$ cat src/cts_pkg.sv
// shared types, token codes and keyword lookup for the c-subset token scanner
// no dependencies; imported by every module of the scanner
package cts_pkg;

  localparam int unsigned PositionWidthDefault = 16;
  localparam int unsigned LengthWidthDefault   = 8;
  localparam int unsigned QueueDepthDefault    = 2;

  localparam logic [7:0] CharNewline    = 8'd10;
  localparam logic [7:0] CharUnderscore = "_";
  localparam logic [7:0] CharPoint      = ".";
  localparam logic [7:0] CharEqual      = "=";

  typedef enum logic [4:0] {
    TK_INT      = 5'd0,
    TK_FLOAT    = 5'd1,
    TK_VOID     = 5'd2,
    TK_IF       = 5'd3,
    TK_ELSE     = 5'd4,
    TK_WHILE    = 5'd5,
    TK_RETURN   = 5'd6,
    TK_ID       = 5'd7,
    TK_INTNUM   = 5'd8,
    TK_FLOATNUM = 5'd9,
    TK_ADD      = 5'd10,
    TK_MUL      = 5'd11,
    TK_ASG      = 5'd12,
    TK_RELOP    = 5'd13,
    TK_SEMI     = 5'd14,
    TK_COMMA    = 5'd15,
    TK_LPAR     = 5'd16,
    TK_RPAR     = 5'd17,
    TK_LBR      = 5'd18,
    TK_RBR      = 5'd19,
    TK_LBRACK   = 5'd20,
    TK_RBRACK   = 5'd21,
    TK_EOF      = 5'd22,
    TK_UNKNOWN  = 5'd23
  } token_kind_e;

  // character classes as seen by the scanner
  typedef enum logic [2:0] {
    CC_SPACE  = 3'd0,
    CC_ALPHA  = 3'd1,  // letters and underscore
    CC_DIGIT  = 3'd2,
    CC_POINT  = 3'd3,
    CC_EQ     = 3'd4,
    CC_REL    = 3'd5,
    CC_PUNCT  = 3'd6,
    CC_OTHER  = 3'd7
  } char_class_e;

  typedef struct packed {
    logic [7:0] char_byte;
    logic       end_of_input;
  } cts_in_t;

  typedef struct packed {
    logic [4:0]  token_kind;
    logic [15:0] start_line;
    logic [15:0] start_column;
    logic [7:0]  lexeme_length;
    logic [7:0]  first_char;
    logic        last;
  } cts_out_t;

  // classified transaction queued between front and back
  typedef struct packed {
    logic [7:0]  char_byte;
    logic        end_of_input;
    char_class_e cls;
    token_kind_e single_kind;
  } cts_entry_t;

  typedef struct packed {
    logic hold_valid;
    logic item_taken;
  } cts_back_stat_t;

  // prefix holds the lowest character in the low byte; len is 7 when over six
  function automatic token_kind_e kw_kind(input logic [47:0] prefix, input logic [2:0] len);
    token_kind_e kind;
    kind = TK_ID;
    unique case (len)
      3'd2: if (prefix[15:0] == "fi") kind = TK_IF;
      3'd3: if (prefix[23:0] == "tni") kind = TK_INT;
      3'd4: begin
        if (prefix[31:0] == "diov") kind = TK_VOID;
        else if (prefix[31:0] == "esle") kind = TK_ELSE;
      end
      3'd5: begin
        if (prefix[39:0] == "taolf") kind = TK_FLOAT;
        else if (prefix[39:0] == "elihw") kind = TK_WHILE;
      end
      3'd6: if (prefix[47:0] == "nruter") kind = TK_RETURN;
      default: kind = TK_ID;
    endcase
    return kind;
  endfunction

endpackage

$ cat src/cts_front.sv
// front end: accepts characters and classifies them for the back end
// depends on cts_pkg
module cts_front import cts_pkg::*; (
  input  logic       in_valid_i,
  output logic       in_ready_o,
  input  cts_in_t    in_data_i,
  output logic       push_valid_o,
  input  logic       push_ready_i,
  output cts_entry_t push_data_o
);

  char_class_e cls;
  token_kind_e single_kind;
  logic [7:0]  c;

  assign c = in_data_i.char_byte;

  always_comb begin
    single_kind = TK_UNKNOWN;
    if (c == 8'd32 || (c >= 8'd9 && c <= 8'd13)) begin
      cls = CC_SPACE;
    end else if ((c >= "a" && c <= "z") || (c >= "A" && c <= "Z") || c == CharUnderscore) begin
      cls = CC_ALPHA;
    end else if (c >= "0" && c <= "9") begin
      cls = CC_DIGIT;
    end else if (c == CharPoint) begin
      cls = CC_POINT;
    end else if (c == CharEqual) begin
      cls = CC_EQ;
    end else if (c == "<" || c == ">") begin
      cls = CC_REL;
    end else begin
      cls = CC_PUNCT;
      case (c)
        "+":     single_kind = TK_ADD;
        "*":     single_kind = TK_MUL;
        ";":     single_kind = TK_SEMI;
        ",":     single_kind = TK_COMMA;
        "(":     single_kind = TK_LPAR;
        ")":     single_kind = TK_RPAR;
        "{":     single_kind = TK_LBR;
        "}":     single_kind = TK_RBR;
        "[":     single_kind = TK_LBRACK;
        "]":     single_kind = TK_RBRACK;
        default: begin
          cls         = CC_OTHER;
          single_kind = TK_UNKNOWN;
        end
      endcase
    end
  end

  assign push_valid_o             = in_valid_i;
  assign in_ready_o               = push_ready_i;
  assign push_data_o.char_byte    = c;
  assign push_data_o.end_of_input = in_data_i.end_of_input;
  assign push_data_o.cls          = cls;
  assign push_data_o.single_kind  = single_kind;

endmodule

$ cat src/cts_queue.sv
// small fifo of classified transactions between front and back end
// depends on cts_pkg
module cts_queue import cts_pkg::*; #(
  parameter int unsigned DEPTH = QueueDepthDefault
) (
  input  logic       clk_i,
  input  logic       rst_ni,
  input  logic       push_valid_i,
  output logic       push_ready_o,
  input  cts_entry_t push_data_i,
  output logic       pop_valid_o,
  input  logic       pop_ready_i,
  output cts_entry_t pop_data_o
);

  localparam int unsigned PtrW = (DEPTH > 1) ? $clog2(DEPTH) : 1;
  localparam int unsigned CntW = $clog2(DEPTH + 1);

  cts_entry_t            mem_q [DEPTH];
  logic [PtrW-1:0]       wr_ptr_q, wr_ptr_d, rd_ptr_q, rd_ptr_d;
  logic [CntW-1:0]       count_q, count_d;
  logic                  push, pop;

  assign push_ready_o = (count_q != CntW'(DEPTH));
  assign pop_valid_o  = (count_q != '0);
  assign pop_data_o   = mem_q[rd_ptr_q];
  assign push         = push_valid_i && push_ready_o;
  assign pop          = pop_valid_o && pop_ready_i;

  always_comb begin
    wr_ptr_d = wr_ptr_q;
    rd_ptr_d = rd_ptr_q;
    count_d  = count_q;
    if (push) begin
      wr_ptr_d = (wr_ptr_q == PtrW'(DEPTH - 1)) ? '0 : wr_ptr_q + 1'b1;
    end
    if (pop) begin
      rd_ptr_d = (rd_ptr_q == PtrW'(DEPTH - 1)) ? '0 : rd_ptr_q + 1'b1;
    end
    if (push && !pop) begin
      count_d = count_q + 1'b1;
    end else if (pop && !push) begin
      count_d = count_q - 1'b1;
    end
  end

  always_ff @(posedge clk_i or negedge rst_ni) begin
    if (!rst_ni) begin
      wr_ptr_q <= '0;
      rd_ptr_q <= '0;
      count_q  <= '0;
    end else begin
      wr_ptr_q <= wr_ptr_d;
      rd_ptr_q <= rd_ptr_d;
      count_q  <= count_d;
    end
  end

  always_ff @(posedge clk_i) begin
    if (push) begin
      mem_q[wr_ptr_q] <= push_data_i;
    end
  end

endmodule

$ cat src/cts_back.sv
// back end: scanner state machine, token assembly and output register with hold slot
// depends on cts_pkg
module cts_back import cts_pkg::*; #(
  parameter int unsigned POSITION_WIDTH = PositionWidthDefault,
  parameter int unsigned LENGTH_WIDTH   = LengthWidthDefault
) (
  input  logic           clk_i,
  input  logic           rst_ni,
  input  logic           pop_valid_i,
  output logic           pop_ready_o,
  input  cts_entry_t     pop_data_i,
  output logic           out_valid_o,
  input  logic           out_ready_i,
  output cts_out_t       out_data_o,
  output cts_back_stat_t stat_o
);

  localparam int unsigned PW = POSITION_WIDTH;
  localparam int unsigned LW = LENGTH_WIDTH;

  typedef enum logic [4:0] {
    MODE_IDLE   = 5'b00001,
    MODE_IDENT  = 5'b00010,
    MODE_NUMBER = 5'b00100,
    MODE_ASSIGN = 5'b01000,
    MODE_REL    = 5'b10000
  } scan_mode_e;

  scan_mode_e      mode_q, mode_d;
  logic            seen_q, seen_d;
  logic [PW-1:0]   tok_line_q, tok_line_d, tok_col_q, tok_col_d;
  logic [PW-1:0]   cur_line_q, cur_line_d, cur_col_q, cur_col_d;
  logic [LW-1:0]   tok_len_q, tok_len_d;
  logic [47:0]     prefix_q, prefix_d;
  logic [7:0]      pend_q, pend_d;

  logic            out_valid_q, hold_valid_q;
  cts_out_t        out_q, hold_q;

  logic            adv, fire;
  logic            flush_v, sec_v, flush_go, ext_any;
  cts_out_t        flush_r, sec_r, first_r;
  token_kind_e     flush_kind;
  logic [PW-1:0]   mv_line, mv_col;
  logic [LW-1:0]   len_inc;
  logic [47:0]     prefix_ext;
  logic [2:0]      kw_len;
  logic            ext_ident, ext_num, ext_rel;
  logic [7:0]      c;

  function automatic cts_out_t make_res(input token_kind_e kind, input logic [PW-1:0] line,
                                        input logic [PW-1:0] col, input logic [LW-1:0] len,
                                        input logic [7:0] fc);
    cts_out_t r;
    r.token_kind    = kind;
    r.start_line    = 16'(line);
    r.start_column  = 16'(col);
    r.lexeme_length = 8'(len);
    r.first_char    = fc;
    r.last          = 1'b1;
    return r;
  endfunction

  assign c       = pop_data_i.char_byte;
  assign adv     = !out_valid_q || out_ready_i;
  assign pop_ready_o = adv && !hold_valid_q;
  assign fire    = pop_valid_i && pop_ready_o;
  assign len_inc = (&tok_len_q) ? tok_len_q : tok_len_q + 1'b1;
  assign kw_len  = (tok_len_q <= LW'(6)) ? tok_len_q[2:0] : 3'd7;

  // saturating position advance for the current character
  always_comb begin
    if (c == CharNewline) begin
      mv_line = (&cur_line_q) ? cur_line_q : cur_line_q + 1'b1;
      mv_col  = PW'(1);
    end else begin
      mv_line = cur_line_q;
      mv_col  = (&cur_col_q) ? cur_col_q : cur_col_q + 1'b1;
    end
  end

  always_comb begin
    prefix_ext = prefix_q;
    for (int i = 0; i < 6; i++) begin
      if (tok_len_q == LW'(i)) prefix_ext[8*i +: 8] = c;
    end
  end

  always_comb begin
    flush_v    = 1'b1;
    flush_kind = TK_ID;
    unique case (mode_q)
      MODE_IDENT:  flush_kind = kw_kind(prefix_q, kw_len);
      MODE_NUMBER: flush_kind = seen_q ? TK_FLOATNUM : TK_INTNUM;
      MODE_ASSIGN: flush_kind = TK_ASG;
      MODE_REL:    flush_kind = TK_RELOP;
      default:     flush_v    = 1'b0;
    endcase
  end

  assign flush_r = make_res(flush_kind, tok_line_q, tok_col_q, tok_len_q, pend_q);

  assign ext_ident = (mode_q == MODE_IDENT) &&
                     (pop_data_i.cls == CC_ALPHA || pop_data_i.cls == CC_DIGIT);
  assign ext_num   = (mode_q == MODE_NUMBER) &&
                     (pop_data_i.cls == CC_DIGIT || (pop_data_i.cls == CC_POINT && !seen_q));
  assign ext_rel   = (mode_q == MODE_ASSIGN || mode_q == MODE_REL) &&
                     (pop_data_i.cls == CC_EQ);
  assign ext_any   = ext_ident || ext_num || ext_rel;

  // a pending token goes out when the character does not extend it or ends the input
  assign flush_go  = flush_v && (pop_data_i.end_of_input || !ext_any);

  always_comb begin
    first_r      = flush_r;
    first_r.last = !sec_v;
  end

  always_comb begin
    mode_d     = mode_q;
    seen_d     = seen_q;
    tok_line_d = tok_line_q;
    tok_col_d  = tok_col_q;
    tok_len_d  = tok_len_q;
    cur_line_d = cur_line_q;
    cur_col_d  = cur_col_q;
    prefix_d   = prefix_q;
    pend_d     = pend_q;
    sec_v      = 1'b0;
    sec_r      = make_res(TK_EOF, cur_line_q, cur_col_q, '0, 8'd0);
    if (pop_data_i.end_of_input) begin
      // pending token, then eof, then back to the start of a new text
      sec_v      = 1'b1;
      mode_d     = MODE_IDLE;
      seen_d     = 1'b0;
      tok_line_d = PW'(1);
      tok_col_d  = PW'(1);
      tok_len_d  = '0;
      cur_line_d = PW'(1);
      cur_col_d  = PW'(1);
      prefix_d   = '0;
      pend_d     = '0;
    end else if (ext_any) begin
      prefix_d   = (tok_len_q < LW'(6)) ? prefix_ext : prefix_q;
      tok_len_d  = len_inc;
      cur_line_d = mv_line;
      cur_col_d  = mv_col;
      if (pop_data_i.cls == CC_POINT) seen_d = 1'b1;
      if (ext_rel) begin
        sec_v  = 1'b1;
        sec_r  = make_res(TK_RELOP, tok_line_q, tok_col_q, len_inc, pend_q);
        mode_d = MODE_IDLE;
      end
    end else begin
      mode_d     = MODE_IDLE;
      seen_d     = 1'b0;
      cur_line_d = mv_line;
      cur_col_d  = mv_col;
      case (pop_data_i.cls) inside
        CC_SPACE: ;
        CC_ALPHA, CC_DIGIT, CC_EQ, CC_REL: begin
          tok_line_d = cur_line_q;
          tok_col_d  = cur_col_q;
          tok_len_d  = LW'(1);
          prefix_d   = {40'd0, c};
          pend_d     = c;
          case (pop_data_i.cls)
            CC_ALPHA: mode_d = MODE_IDENT;
            CC_DIGIT: mode_d = MODE_NUMBER;
            CC_EQ:    mode_d = MODE_ASSIGN;
            default:  mode_d = MODE_REL;
          endcase
        end
        default: begin
          sec_v = 1'b1;
          sec_r = make_res(pop_data_i.single_kind, cur_line_q, cur_col_q, LW'(1), c);
        end
      endcase
    end
  end

  always_ff @(posedge clk_i or negedge rst_ni) begin
    if (!rst_ni) begin
      mode_q       <= MODE_IDLE;
      seen_q       <= 1'b0;
      tok_line_q   <= PW'(1);
      tok_col_q    <= PW'(1);
      tok_len_q    <= '0;
      cur_line_q   <= PW'(1);
      cur_col_q    <= PW'(1);
      prefix_q     <= '0;
      pend_q       <= '0;
      out_valid_q  <= 1'b0;
      hold_valid_q <= 1'b0;
    end else begin
      if (fire) begin
        mode_q     <= mode_d;
        seen_q     <= seen_d;
        tok_line_q <= tok_line_d;
        tok_col_q  <= tok_col_d;
        tok_len_q  <= tok_len_d;
        cur_line_q <= cur_line_d;
        cur_col_q  <= cur_col_d;
        prefix_q   <= prefix_d;
        pend_q     <= pend_d;
      end
      if (adv) begin
        if (hold_valid_q) begin
          out_valid_q  <= 1'b1;
          hold_valid_q <= 1'b0;
        end else if (fire) begin
          out_valid_q  <= flush_go || sec_v;
          hold_valid_q <= flush_go && sec_v;
        end else begin
          out_valid_q  <= 1'b0;
        end
      end
    end
  end

  // payload side of the output register and the second-result hold slot
  always_ff @(posedge clk_i) begin
    if (adv) begin
      if (hold_valid_q) begin
        out_q <= hold_q;
      end else if (fire) begin
        out_q  <= flush_go ? first_r : sec_r;
        hold_q <= sec_r;
      end
    end
  end

  assign out_valid_o       = out_valid_q;
  assign out_data_o        = out_q;
  assign stat_o.hold_valid = hold_valid_q;
  assign stat_o.item_taken = fire;

endmodule

$ cat src/c_subset_token_scanner_unit.sv
// top level of the c-subset token scanner: front end, transaction queue, back end
// depends on cts_pkg, cts_front, cts_queue, cts_back
// path: an accepted character is written into the queue, and its result is then
//   registered in the back end output register before it is shown
// throughput: one character per cycle while the output is taken; a character that ends
//   a token and is itself a token or eof holds the back end for its second result
// reset: asynchronous; line and column return to 1 and the scanner to idle, queue empties
module c_subset_token_scanner_unit import cts_pkg::*; #(
  parameter int unsigned POSITION_WIDTH = PositionWidthDefault,
  parameter int unsigned LENGTH_WIDTH   = LengthWidthDefault,
  parameter int unsigned QUEUE_DEPTH    = QueueDepthDefault
) (
  input  logic     clk_i,
  input  logic     rst_ni,
  input  logic     in_valid_i,
  output logic     in_ready_o,
  input  cts_in_t  in_data_i,
  output logic     out_valid_o,
  input  logic     out_ready_i,
  output cts_out_t out_data_o
);

  logic           push_valid, push_ready, pop_valid, pop_ready;
  cts_entry_t     push_data, pop_data;
  cts_back_stat_t back_stat;

  cts_front u_front (
    .in_valid_i   (in_valid_i),
    .in_ready_o   (in_ready_o),
    .in_data_i    (in_data_i),
    .push_valid_o (push_valid),
    .push_ready_i (push_ready),
    .push_data_o  (push_data)
  );

  cts_queue #(
    .DEPTH (QUEUE_DEPTH)
  ) u_queue (
    .clk_i        (clk_i),
    .rst_ni       (rst_ni),
    .push_valid_i (push_valid),
    .push_ready_o (push_ready),
    .push_data_i  (push_data),
    .pop_valid_o  (pop_valid),
    .pop_ready_i  (pop_ready),
    .pop_data_o   (pop_data)
  );

  cts_back #(
    .POSITION_WIDTH (POSITION_WIDTH),
    .LENGTH_WIDTH   (LENGTH_WIDTH)
  ) u_back (
    .clk_i       (clk_i),
    .rst_ni      (rst_ni),
    .pop_valid_i (pop_valid),
    .pop_ready_o (pop_ready),
    .pop_data_i  (pop_data),
    .out_valid_o (out_valid_o),
    .out_ready_i (out_ready_i),
    .out_data_o  (out_data_o),
    .stat_o      (back_stat)
  );

  // a waiting second result always sits behind a first one that is not last
  a_hold_behind_first: assert property (@(posedge clk_i) disable iff (!rst_ni)
    back_stat.hold_valid |-> (out_valid_o && !out_data_o.last))
    else $error("second result held without a non-last first result");

  a_not_last_has_hold: assert property (@(posedge clk_i) disable iff (!rst_ni)
    (out_valid_o && !out_data_o.last) |-> back_stat.hold_valid)
    else $error("non-last result shown with no second result held");

  a_no_pop_while_hold: assert property (@(posedge clk_i) disable iff (!rst_ni)
    back_stat.hold_valid |-> !back_stat.item_taken)
    else $error("back end took a transaction while a result was held");

  a_push_lands: assert property (@(posedge clk_i) disable iff (!rst_ni)
    (in_valid_i && in_ready_o) |=> pop_valid)
    else $error("accepted transaction missing from queue");

endmodule
$ cat config.mk
export PLATFORM = sky130hd
export DESIGN_NAME = c_subset_token_scanner_unit
export DESIGN_NICKNAME = d
export VERILOG_FILES = /design/src/cts_pkg.sv /design/src/cts_front.sv /design/src/cts_queue.sv /design/src/cts_back.sv /design/src/c_subset_token_scanner_unit.sv
export SDC_FILE = /design/constraint.sdc
export NUM_CORES = 1
export LEC_CHECK = 0
export ABC_CLOCK_PERIOD_IN_PS = 11700
export BUFFER_PORTS_ARGS = -buffer_cell sky130_fd_sc_hd__buf_4
export CAP_MARGIN = 20
export CORE_MARGIN = 3
export CORE_UTILIZATION = 35
export CTS_CLUSTER_SIZE = 20
export DETAILED_ROUTE_END_ITERATION = 8
export GPL_ROUTABILITY_DRIVEN = 0
export PLACE_DENSITY = 0.6
export SETUP_SLACK_MARGIN = 0.05
export SLEW_MARGIN = 20
export SYNTH_ARGS = -nofsm -noshare
export SYNTH_HDL_FRONTEND = slang
export SYNTH_SLANG_ARGS = --single-unit
$ cat constraint.sdc
create_clock -name clk_i -period 11.7 [get_ports clk_i]
set_clock_uncertainty 0.2 [all_clocks]
set_input_delay 3.51 -clock clk_i [delete_from_list [all_inputs] [get_ports clk_i]]
set_output_delay 3.51 -clock clk_i [all_outputs]
set_load 0.01 [all_outputs]
After elaboration in Yosys (flattened, before gate mapping). Memories as Yosys holds them, arrays and structs flattened. Index checks and enable logic that the tools add are counted. Widths: inputs -> output; s select.

$add $sub $neg: 7. Order comparisons: 10. Equality and inequality tests: 58. Muxes and demuxes: 92. Bitwise operators: 1. Reduce and logical (&&, ||, !) cells: 62.

Operators with widths (number): $mux 54 (8); $mux 48 (5); $mux 16 (14); $mux 8 (15); $eq 8x6->1 const B (11); $eq 40x39->1 const B (2); $eq 32x31->1 const B (2); $mux 5 (11); $pmux 5 s10 (1); $eq 48x47->1 const B (1); $eq 8x7->1 const B (5); $mux 3 (11); $add 16x1->16 const B (2); $reduce_and 16->1 (2); $reduce_and 5->1 (6); $ne 3x2->1 const B (9); $pmux 5 s5 (1); $eq 24x23->1 const B (1); $mux 1 (20); $pmux 5 s4 (1); $eq 16x15->1 const B (1); $eq 8x2->1 const B (2); $eq 8x3->1 const B (2); $ge 8x7->1 const B (2); other kinds (39) (95).

Register bits after elaboration: 248. RAM bits: 34. Input port bits: 13. Output and inout port bits: 56. Logic and storage cells: 262. Memories: 1.

Memories: u_queue.mem_q (depth 2, bits a word 17, rd ports 1, clocked after memory_dff 0, wr ports 1, RTL line cts_queue.sv:19) `cts_entry_t mem_q [DEPTH];`.

Logic depth before layout (Yosys ltp). Gate-level depths: netlist of the first run. An unclocked memory read counts as a cell.

Depth in word-level cells: 13. Mapped depth: 11. Depth with buffers taken out: 8.

Modules after synthesis. Synthesis of the first run repeated with hierarchy kept, for this count alone.

Cells, all modules: 1212. Area, all modules: 13973.4 µm².

Modules (own cells, without submodules): cts_back (times used 1, cells each 1060, area each 11960.2 µm², sequential area each 6622.6 µm²); cts_queue (times used 1, cells each 71, area each 1473.9 µm², sequential area each 1121.1 µm²); cts_front (times used 1, cells each 81, area each 539.3 µm², sequential area each 0.0 µm²).

Least setup slack after synthesis of the first run. No wires, ideal clock.

Kind: input -> register. From: input out_ready_i. To: register u_back.cur_line_q[11]. Arrival time: 6.610 ns. Required time: 11.368 ns. Path slack: 4.758 ns. Stages: 7. Path through: nor2b_1 -> nor3_1 -> clkbuf_1 -> o21ai_1 -> nor4_1 -> xnor2_1 -> nor2_1.

Longest elaborated chain between the ends: 4.

Ends and longest elaborated chain: from (decl) (RTL line c_subset_token_scanner_unit.sv:19) `input logic out_ready_i,`; $logic_or 1x1->1 (RTL line cts_back.sv:65) `assign adv = !out_valid_q || out_ready_i;`; $logic_and 1x1->1 (RTL line cts_back.sv:66) `assign pop_ready_o = adv && !hold_valid_q;`; $logic_and 1x1->1 (RTL line cts_back.sv:67) `assign fire = pop_valid_i && pop_ready_o;`; $reduce_and 3->1 (no source line); to (signal assigned) (RTL line cts_back.sv:202) `cur_line_q <= cur_line_d;`; to (decl) (RTL line cts_back.sv:32) `logic [PW-1:0] cur_line_q, cur_line_d, cur_col_q, cur_col_d;`.

Every way passes these cells. A chain may end at the register's enable or synchronous reset.

Worst setup path after layout of the first run.
From: input out_ready_i. To: register u_back.cur_col_q[12].

Longest elaborated chain between the ends: 4.

Ends and longest elaborated chain: $logic_or 1x1->1 (RTL line cts_back.sv:65); $logic_and 1x1->1 (RTL line cts_back.sv:66); $logic_and 1x1->1 (RTL line cts_back.sv:67); $reduce_and 2->1 (no source line); to (signal assigned) (RTL line cts_back.sv:203) `cur_col_q <= cur_col_d;`; to (decl) (RTL line cts_back.sv:32).

Every way passes these cells.

==> metrics.yaml, run 1 <==
worst_setup_path:
  crit_path_frequent_cell: "buf_4"
  criticalPathCategory: "in -> reg"
  path_cells: "buf_4, nor2b_1, nor3_2, buf_4, inv_1, a41oi_1, buf_4, nand3_1, or3_1, a21oi_1"
  endpoint_required_time_on_the_critical_path_ns: 11.96
  cp-end-kind: "register"
  timing.reg2reg.worst_path_depth: 8
  slowest_stage: "buf_4"
  critical_path.n_buffers_inverters: 4
  max_stage_delay_ns: 0.68
  crit_path_start_kind: "primary input"
  cpLargestDelayFamily: "buffers and inverters"
  timing.critical_path.arrival_ns: 6.18
  crit_cells: 10
  critPathMaxFanout: 63
drt:
  routed_wl_microns: 30900
  detail-route-antenna-nets: 0
  viasPerCell: 5.27
  drc: 0
  detailedRoute.firstIterationViolations: 756
  routedWlPerCell_microns: 17.3
  vias: 9415
  drt-pass1-iter-count: 6
clock_network:
  path_clk_slew_ns: 0.06
  htreeDepth: 1
  clock_tree_from_tritoncts: "built"
  tritoncts_num_sinks: 281
  clock_path_buffers: 3
  setup_fix_bufs_post_cts: 0
  cts_repair_resize_count: 0
  clk_root_buffer_cell: "clkbuf_16"
  ctsHoldBuffers: 0
  cts-buffers-inserted: 30
  clock_latency_ns: 0.55
placement:
  portBuffers: 68
  place_area_sq_mm: 0.0143
  placement.setup.worst_slack_ns: 5.15
  post_dp_hpwl_microns: 20100
synth:
  synth.yosys.seq_area_share_pct: 57.9
  postSynthCellCount: 1216
  yosysUniqueCellTypes: 70
  synth_fp_nets: 1236
  synth_async_sr_flop_share_pct: 49.8
  synth_edf_count: 141
  post_syn_area_per_cell_sq_um: 11.0
  post_synth_instance_area_sq_mm: 0.0134
  synth-seq-cells: 281
  ys_dominant_reg_cell: "edfxtp_1"
  synth.yosys.warnings: 0
sta:
  worst_slew_pin_slew_ns: 1.13
  rsz0062_at_grt: "false"
  finalSetupViolations: 0
  max-slew-margin-rel_pct: 24.4
  period_minus_slack_ns: 5.92
  fin_ws_ns: 5.78
  hold_viol: 0
  report.final.slew_viol_count: 0
  fmax_ghz: 0.169
  tns_ns: 0
  period_share_pct: 50.6
die:
  die_area_sq_mm: 0.0406
  die_extent_in_x_microns: 201
  floorplan.initialDensity_pct: 36.0
  floorplan.die.height_microns: 201
  floorplan.io_pins: 69
  placeableCoreArea_sq_mm: 0.0371
  rows: 70
finish:
  syn2layout_area_growth_pct: 15.0
  filler_cell_count: 3634
  design.final.nets: 1277
  fin_area_sq_mm: 0.0154
  antenna_cells: 0
  area_used_by_sequential_logic_in_the_layout_sq_mm: 0.00775
  leading_cell_types_in_the_layout_fill_and_taps_excluded: "nand2_1, edfxtp_1, dfrtp_1, o21ai_0, buf_4"
  final_common_cell: "nand2_1"
  multiInputGateArea_sq_mm: 0.00525
  post_route_cells_drive_above_1_share_pct: 16.2
grt:
  grt_pass1_wl_microns: 50600
  global_route_usage_over_all_layers_pct: 15.0
  grt_max_degree: 114
  antenna_found_initial: 0
  grt-ovfl-total: 0
  number_of_global_route_vias_before_repair: 9197
min_path:
  hold_class: "reg -> reg"
  worstHoldPathCells: 2
status:
  run_status: "finished clean"
run:
  cap_violations: 0
pwr:
  max-vdd-ir-drop_uv: 131
  power_leakage_uw: 0.00628
  pwr_density_cell_mw_per_mm2: 228
[registers in the layout, summed over array words and instances, names as in the netlist]
name	cells
u_back.cur_col_q	16
u_back.cur_line_q	16
u_back.hold_q	53
u_back.hold_valid_q	1
u_back.mode_q	5
u_back.out_data_o	54
u_back.out_valid_o	1
u_back.pend_q	8
u_back.prefix_q	48
u_back.seen_q	1
u_back.tok_col_q	16
u_back.tok_len_q	8
u_back.tok_line_q	16
u_queue.count_q	2
u_queue.mem_q	34
u_queue.rd_ptr_q	1
u_queue.wr_ptr_q	1
[tightest hold or removal path: stages, from the launching register on]
cell	delay, ns
dfstp_2	0.36
inv_1	0.07
a21oi_1	0.07
[path summary, 6_finish.rpt]
check / slack [ns] / startpoint / to
hold / removal: 0.30 / u_back.tok_line_q[0]$_DFFE_PN1P_ / u_back.tok_line_q[0]$_DFFE_PN1P_
hold reg to reg: 0.30 / u_back.tok_line_q[0]$_DFFE_PN1P_ / u_back.tok_line_q[0]$_DFFE_PN1P_
max in group asynchronous: 7.10 / rst_ni / u_back.hold_valid_q$_DFFE_PN0N_
setup reg to reg: 7.92 / u_queue.rd_ptr_q$_DFFE_PN0P_ / u_back.out_data_o[9]$_DFFE_PP_
setup / recovery: 5.78 / out_ready_i / u_back.cur_col_q[12]$_DFFE_PN0P_
min in group asynchronous: 2.81 / rst_ni / u_back.prefix_q[39]$_DFFE_PN0P_
[synth_stat cells, types with 10 or more instances]
cell type    n  area, sq um
o21ai_0    112          561
inv_1       18         67.6
nand2_1    199          747
nor2b_1     10         62.6
nor3_1      26          130
a22o_1      27          236
xnor2_1     20          175
nor2_1      81          304
and3_1      14         87.6
dfrtp_1    135         3380
nand4_1     16          100
o31ai_1     10         75.1
mux2_2      45          507
nand3_1     19         95.1
clkbuf_1    59          221
xor2_1      13          114
a21oi_1     40          200
nor4_1      22          138
mux2i_1     45          450
edfxtp_1   141         4230
[through the flow]
stage                     power, uW  hold WS, ns  util, %  cells
final                          3500        0.298     41.4   1785
after global routing           3700        0.320     41.4   1785
after CTS                      3540        0.296     41.4   1785
after detailed placement       2530        0.285     38.6   1729
after global placement         2520        0.277     38.6   1729
after floorplan                2150        0.261        -   1216
[layer usage]
metal | routed length, microns | GRT usage (%) | vias up
met2 | 14200 | 24.7 | 274
li1 | - | - | 4544
met5 | 0 | 0 | -
met1 | 14500 | 21.2 | 4560
met3 | 1620 | 2.31 | 37
met4 | 576 | 3.16 | 0
[area by class of cell]
cell class	instances	area share, %
clock buffers	34	5.25
clock inverters	22	1.59
inverters	18	0.439
multi-input cells	843	34.2
flip-flops and latches	281	50.4
well taps	504	4.10
repair buffers	83	4.08
[kinds of logic (layout without fill, tap and decap cells)]
family,count (synthesis),count (layout),synth area share (%)
xor+xnor,33,33,2.16
flops,281,281,57.9
mux,91,91,7.27
simple gates,453,453,16.6
fa+ha+maj,7,7,0.655
compound gates,259,259,12.5
buf+inv,92,157,2.94
[power by group]
part           switching [uW]  total, uW  internal, uW
clock network             390        994           604
logic                     665       1010           350
registers                 124       1490          1370
No activity file was read; power rests on OpenSTA's default activity.
==> run 2: changes to the inputs <==
--- a/config.mk
+++ b/config.mk
@@ -5,7 +5,8 @@
 export SDC_FILE = /design/constraint.sdc
 export NUM_CORES = 1
 export LEC_CHECK = 0
-export ABC_CLOCK_PERIOD_IN_PS = 11700
+export ABC_AREA = 1
+export ABC_CLOCK_PERIOD_IN_PS = 5500
 export BUFFER_PORTS_ARGS = -buffer_cell sky130_fd_sc_hd__buf_4
 export CAP_MARGIN = 20
 export CORE_MARGIN = 3
==> constraint.sdc (replaced) <==
create_clock -name clk_i -period 5.5 [get_ports clk_i]
set_clock_uncertainty 0.2 [all_clocks]
set_input_delay 1.65 -clock clk_i [delete_from_list [all_inputs] [get_ports clk_i]]
set_output_delay 1.65 -clock clk_i [all_outputs]
set_load 0.01 [all_outputs]
==> metrics.yaml, run 2 <==
sta:
  hold_viol: 0
  max-slew-margin-rel_pct: 31.3
  fmax_ghz: 0.276
  tns_ns: 0
  hold_ws_ns: 0.269
  finalSetupViolations: 0
  worst_slew_pin_slew_ns: 1.03
  period_share_pct: 65.8
  rsz0062_at_grt: "false"
  report.final.slew_viol_count: 0
  period_minus_slack_ns: 3.62
clock_network:
  clock_path_buffers: 3
  cts_repair_resize_count: 0
  tritoncts_num_sinks: 281
  ctsHoldBuffers: 0
  clock_tree_from_tritoncts: "built"
  clk_root_buffer_cell: "clkbuf_16"
  setup_fix_bufs_post_cts: 0
  htreeDepth: 1
  path_clk_slew_ns: 0.06
  cts-buffers-inserted: 29
  clock_latency_ns: 0.55
die:
  die_extent_in_x_microns: 208
  floorplan.initialDensity_pct: 35.7
  floorplan.die.height_microns: 208
  placeableCoreArea_sq_mm: 0.0399
  die_area_sq_mm: 0.0431
  rows: 73
  floorplan.io_pins: 69
pwr:
  pwr_density_cell_mw_per_mm2: 486
  power_leakage_uw: 0.00737
  max-vdd-ir-drop_uv: 382
finish:
  antenna_cells: 0
  final_common_cell: "nand2_1"
  design.final.nets: 1740
  leading_cell_types_in_the_layout_fill_and_taps_excluded: "nand2_1, inv_1, o21ai_0, edfxtp_1, nor2_1"
  syn2layout_area_growth_pct: 12.7
  largest_register_ffs: 54
  fin_util_pct: 40.2
  post_route_cells_drive_above_1_share_pct: 10.3
grt:
  grt_max_degree: 97
  grt-ovfl-total: 0
  grt_pass1_wl_microns: 53300
  global_route_usage_over_all_layers_pct: 14.7
  number_of_global_route_vias_before_repair: 10200
  antenna_found_initial: 0
synth:
  synth.cells.most_frequent: "nand2_1, inv_1, o21ai_0"
  post_syn_area_per_cell_sq_um: 8.49
  postSynthCellCount: 1676
  synth_fp_nets: 1696
  synth.most_common_cell: "nand2_1"
  yosysUniqueCellTypes: 49
  synth_async_sr_flop_share_pct: 49.8
  proportion_of_netlist_area_held_by_the_largest_area_contributor_pct: 29.7
  synth.yosys.warnings: 0
  ys_dominant_reg_cell: "edfxtp_1"
  synth.yosys.seq_area_share_pct: 54.4
  synth_edf_count: 141
  ys_top_cells_by_area: "edfxtp_1, dfrtp_1, nand2_1"
  synth_largest_area_cell: "edfxtp_1"
  post_synth_instance_area_sq_mm: 0.0142
  synth-seq-cells: 281
placement:
  portBuffers: 68
  post_dp_hpwl_microns: 22100
worst_setup_path:
  endpoint_required_time_on_the_critical_path_ns: 5.63
  critical_path.n_buffers_inverters: 1
  cp-end-kind: "register"
  path_cells: "buf_4, nand2_1, nand2_1, nand3_2, nor2_2, nor2_4, nand2_8, nand2_4, nand2_4, o21ai_0, o21ai_1"
  max_stage_delay_ns: 0.72
  criticalPathCategory: "reg -> reg"
  critPathMaxFanout: 96
  timing.critical_path.arrival_ns: 3.75
  cpLargestDelayFamily: "simple AND/OR/NAND/NOR gates"
  slowest_stage: "nand2_4"
  crit_path_start_kind: "register"
drt:
  detailedRoute.firstIterationViolations: 906
  detail-route-antenna-nets: 0
  viasPerCell: 4.79
  routedWlPerCell_microns: 14.2
  routed_wl_microns: 32100
  vias: 10900
  drc: 0
  drt-pass1-iter-count: 5
min_path:
  hold_class: "reg -> reg"
status:
  run_status: "finished clean"
run:
  cap_violations: 0
run 2: report_power, final:
group | leakage [uW] | switching (uW) | internal [uW]
registers | 0.00327 | 246 | 2990
clock network | 0.000453 | 803 | 1120
logic | 0.00364 | 1870 | 766
run 2: path summary, 6_finish.rpt:
kind | to | startpoint | slack, ns | depth (start not counted)
max | u_back.out_data_o[48]$_DFFE_PP_ | u_queue.rd_ptr_q$_DFFE_PN0P_ | 1.88 | 11
min | u_back.prefix_q[46]$_DFFE_PN0P_ | u_back.prefix_q[46]$_DFFE_PN0P_ | 0.27 | 2
max reg2reg | u_back.out_data_o[48]$_DFFE_PP_ | u_queue.rd_ptr_q$_DFFE_PN0P_ | 1.88 | 11
min reg2reg | u_back.prefix_q[46]$_DFFE_PN0P_ | u_back.prefix_q[46]$_DFFE_PN0P_ | 0.27 | 2
max in group asynchronous | u_back.prefix_q[15]$_DFFE_PN0P_ | rst_ni | 3.14 | 2
min in group asynchronous | u_back.tok_line_q[6]$_DFFE_PN0P_ | rst_ni | 0.92 | 1
run 2: kinds of logic after synthesis:
kind of cell | Yosys count | synth area share, %
xor+xnor | 15 | 0.923
flops | 281 | 54.4
fa+ha+maj | 7 | 0.615
compound gates | 292 | 11.1
simple gates | 801 | 24.6
buf+inv | 280 | 8.35
run 2: worst reg2reg max path, delay by kind of cell, from the launching register on:
| kind | cells | cell delay [ns] |
|---|---|---|
| flip-flops | 1 | 0.51 |
| AND/OR/NAND/NOR | 8 | 1.77 |
| buffers and inverters | 1 | 0.30 |
| AO/OA/AOI/OAI | 2 | 0.60 |
run 2: final cells by class:
cell class	instances	area [sq um]
clock inverter	15	149
fill	3904	23900
multi-input combinational	1115	5320
sequential	281	7740
tap	525	657
inverter	213	800
clock buffer	38	769
timing repair buffer	80	604
run 2: through the flow:
step                      instance area, sq um  setup slack (ns)  std cells  total power [uW]
after floorplan                          14200             0.452       1676              5110
after global placement                   15100              1.50       2214              5890
after detailed placement                 15100              1.39       2214              5940
after CTS                                16000              1.92       2267              7890
after global routing                     16000              1.61       2267              8360
final                                    16000              1.88       2267              7800
run 2: routing by layer:
layer	part of all wire, %	vias up	GRT usage (%)
met4	1.6	0	3.53
met1	50	5023	21.9
met3	5.6	29	2.61
met2	43	236	22.3
li1	-	5576	-
met5	0	-	0
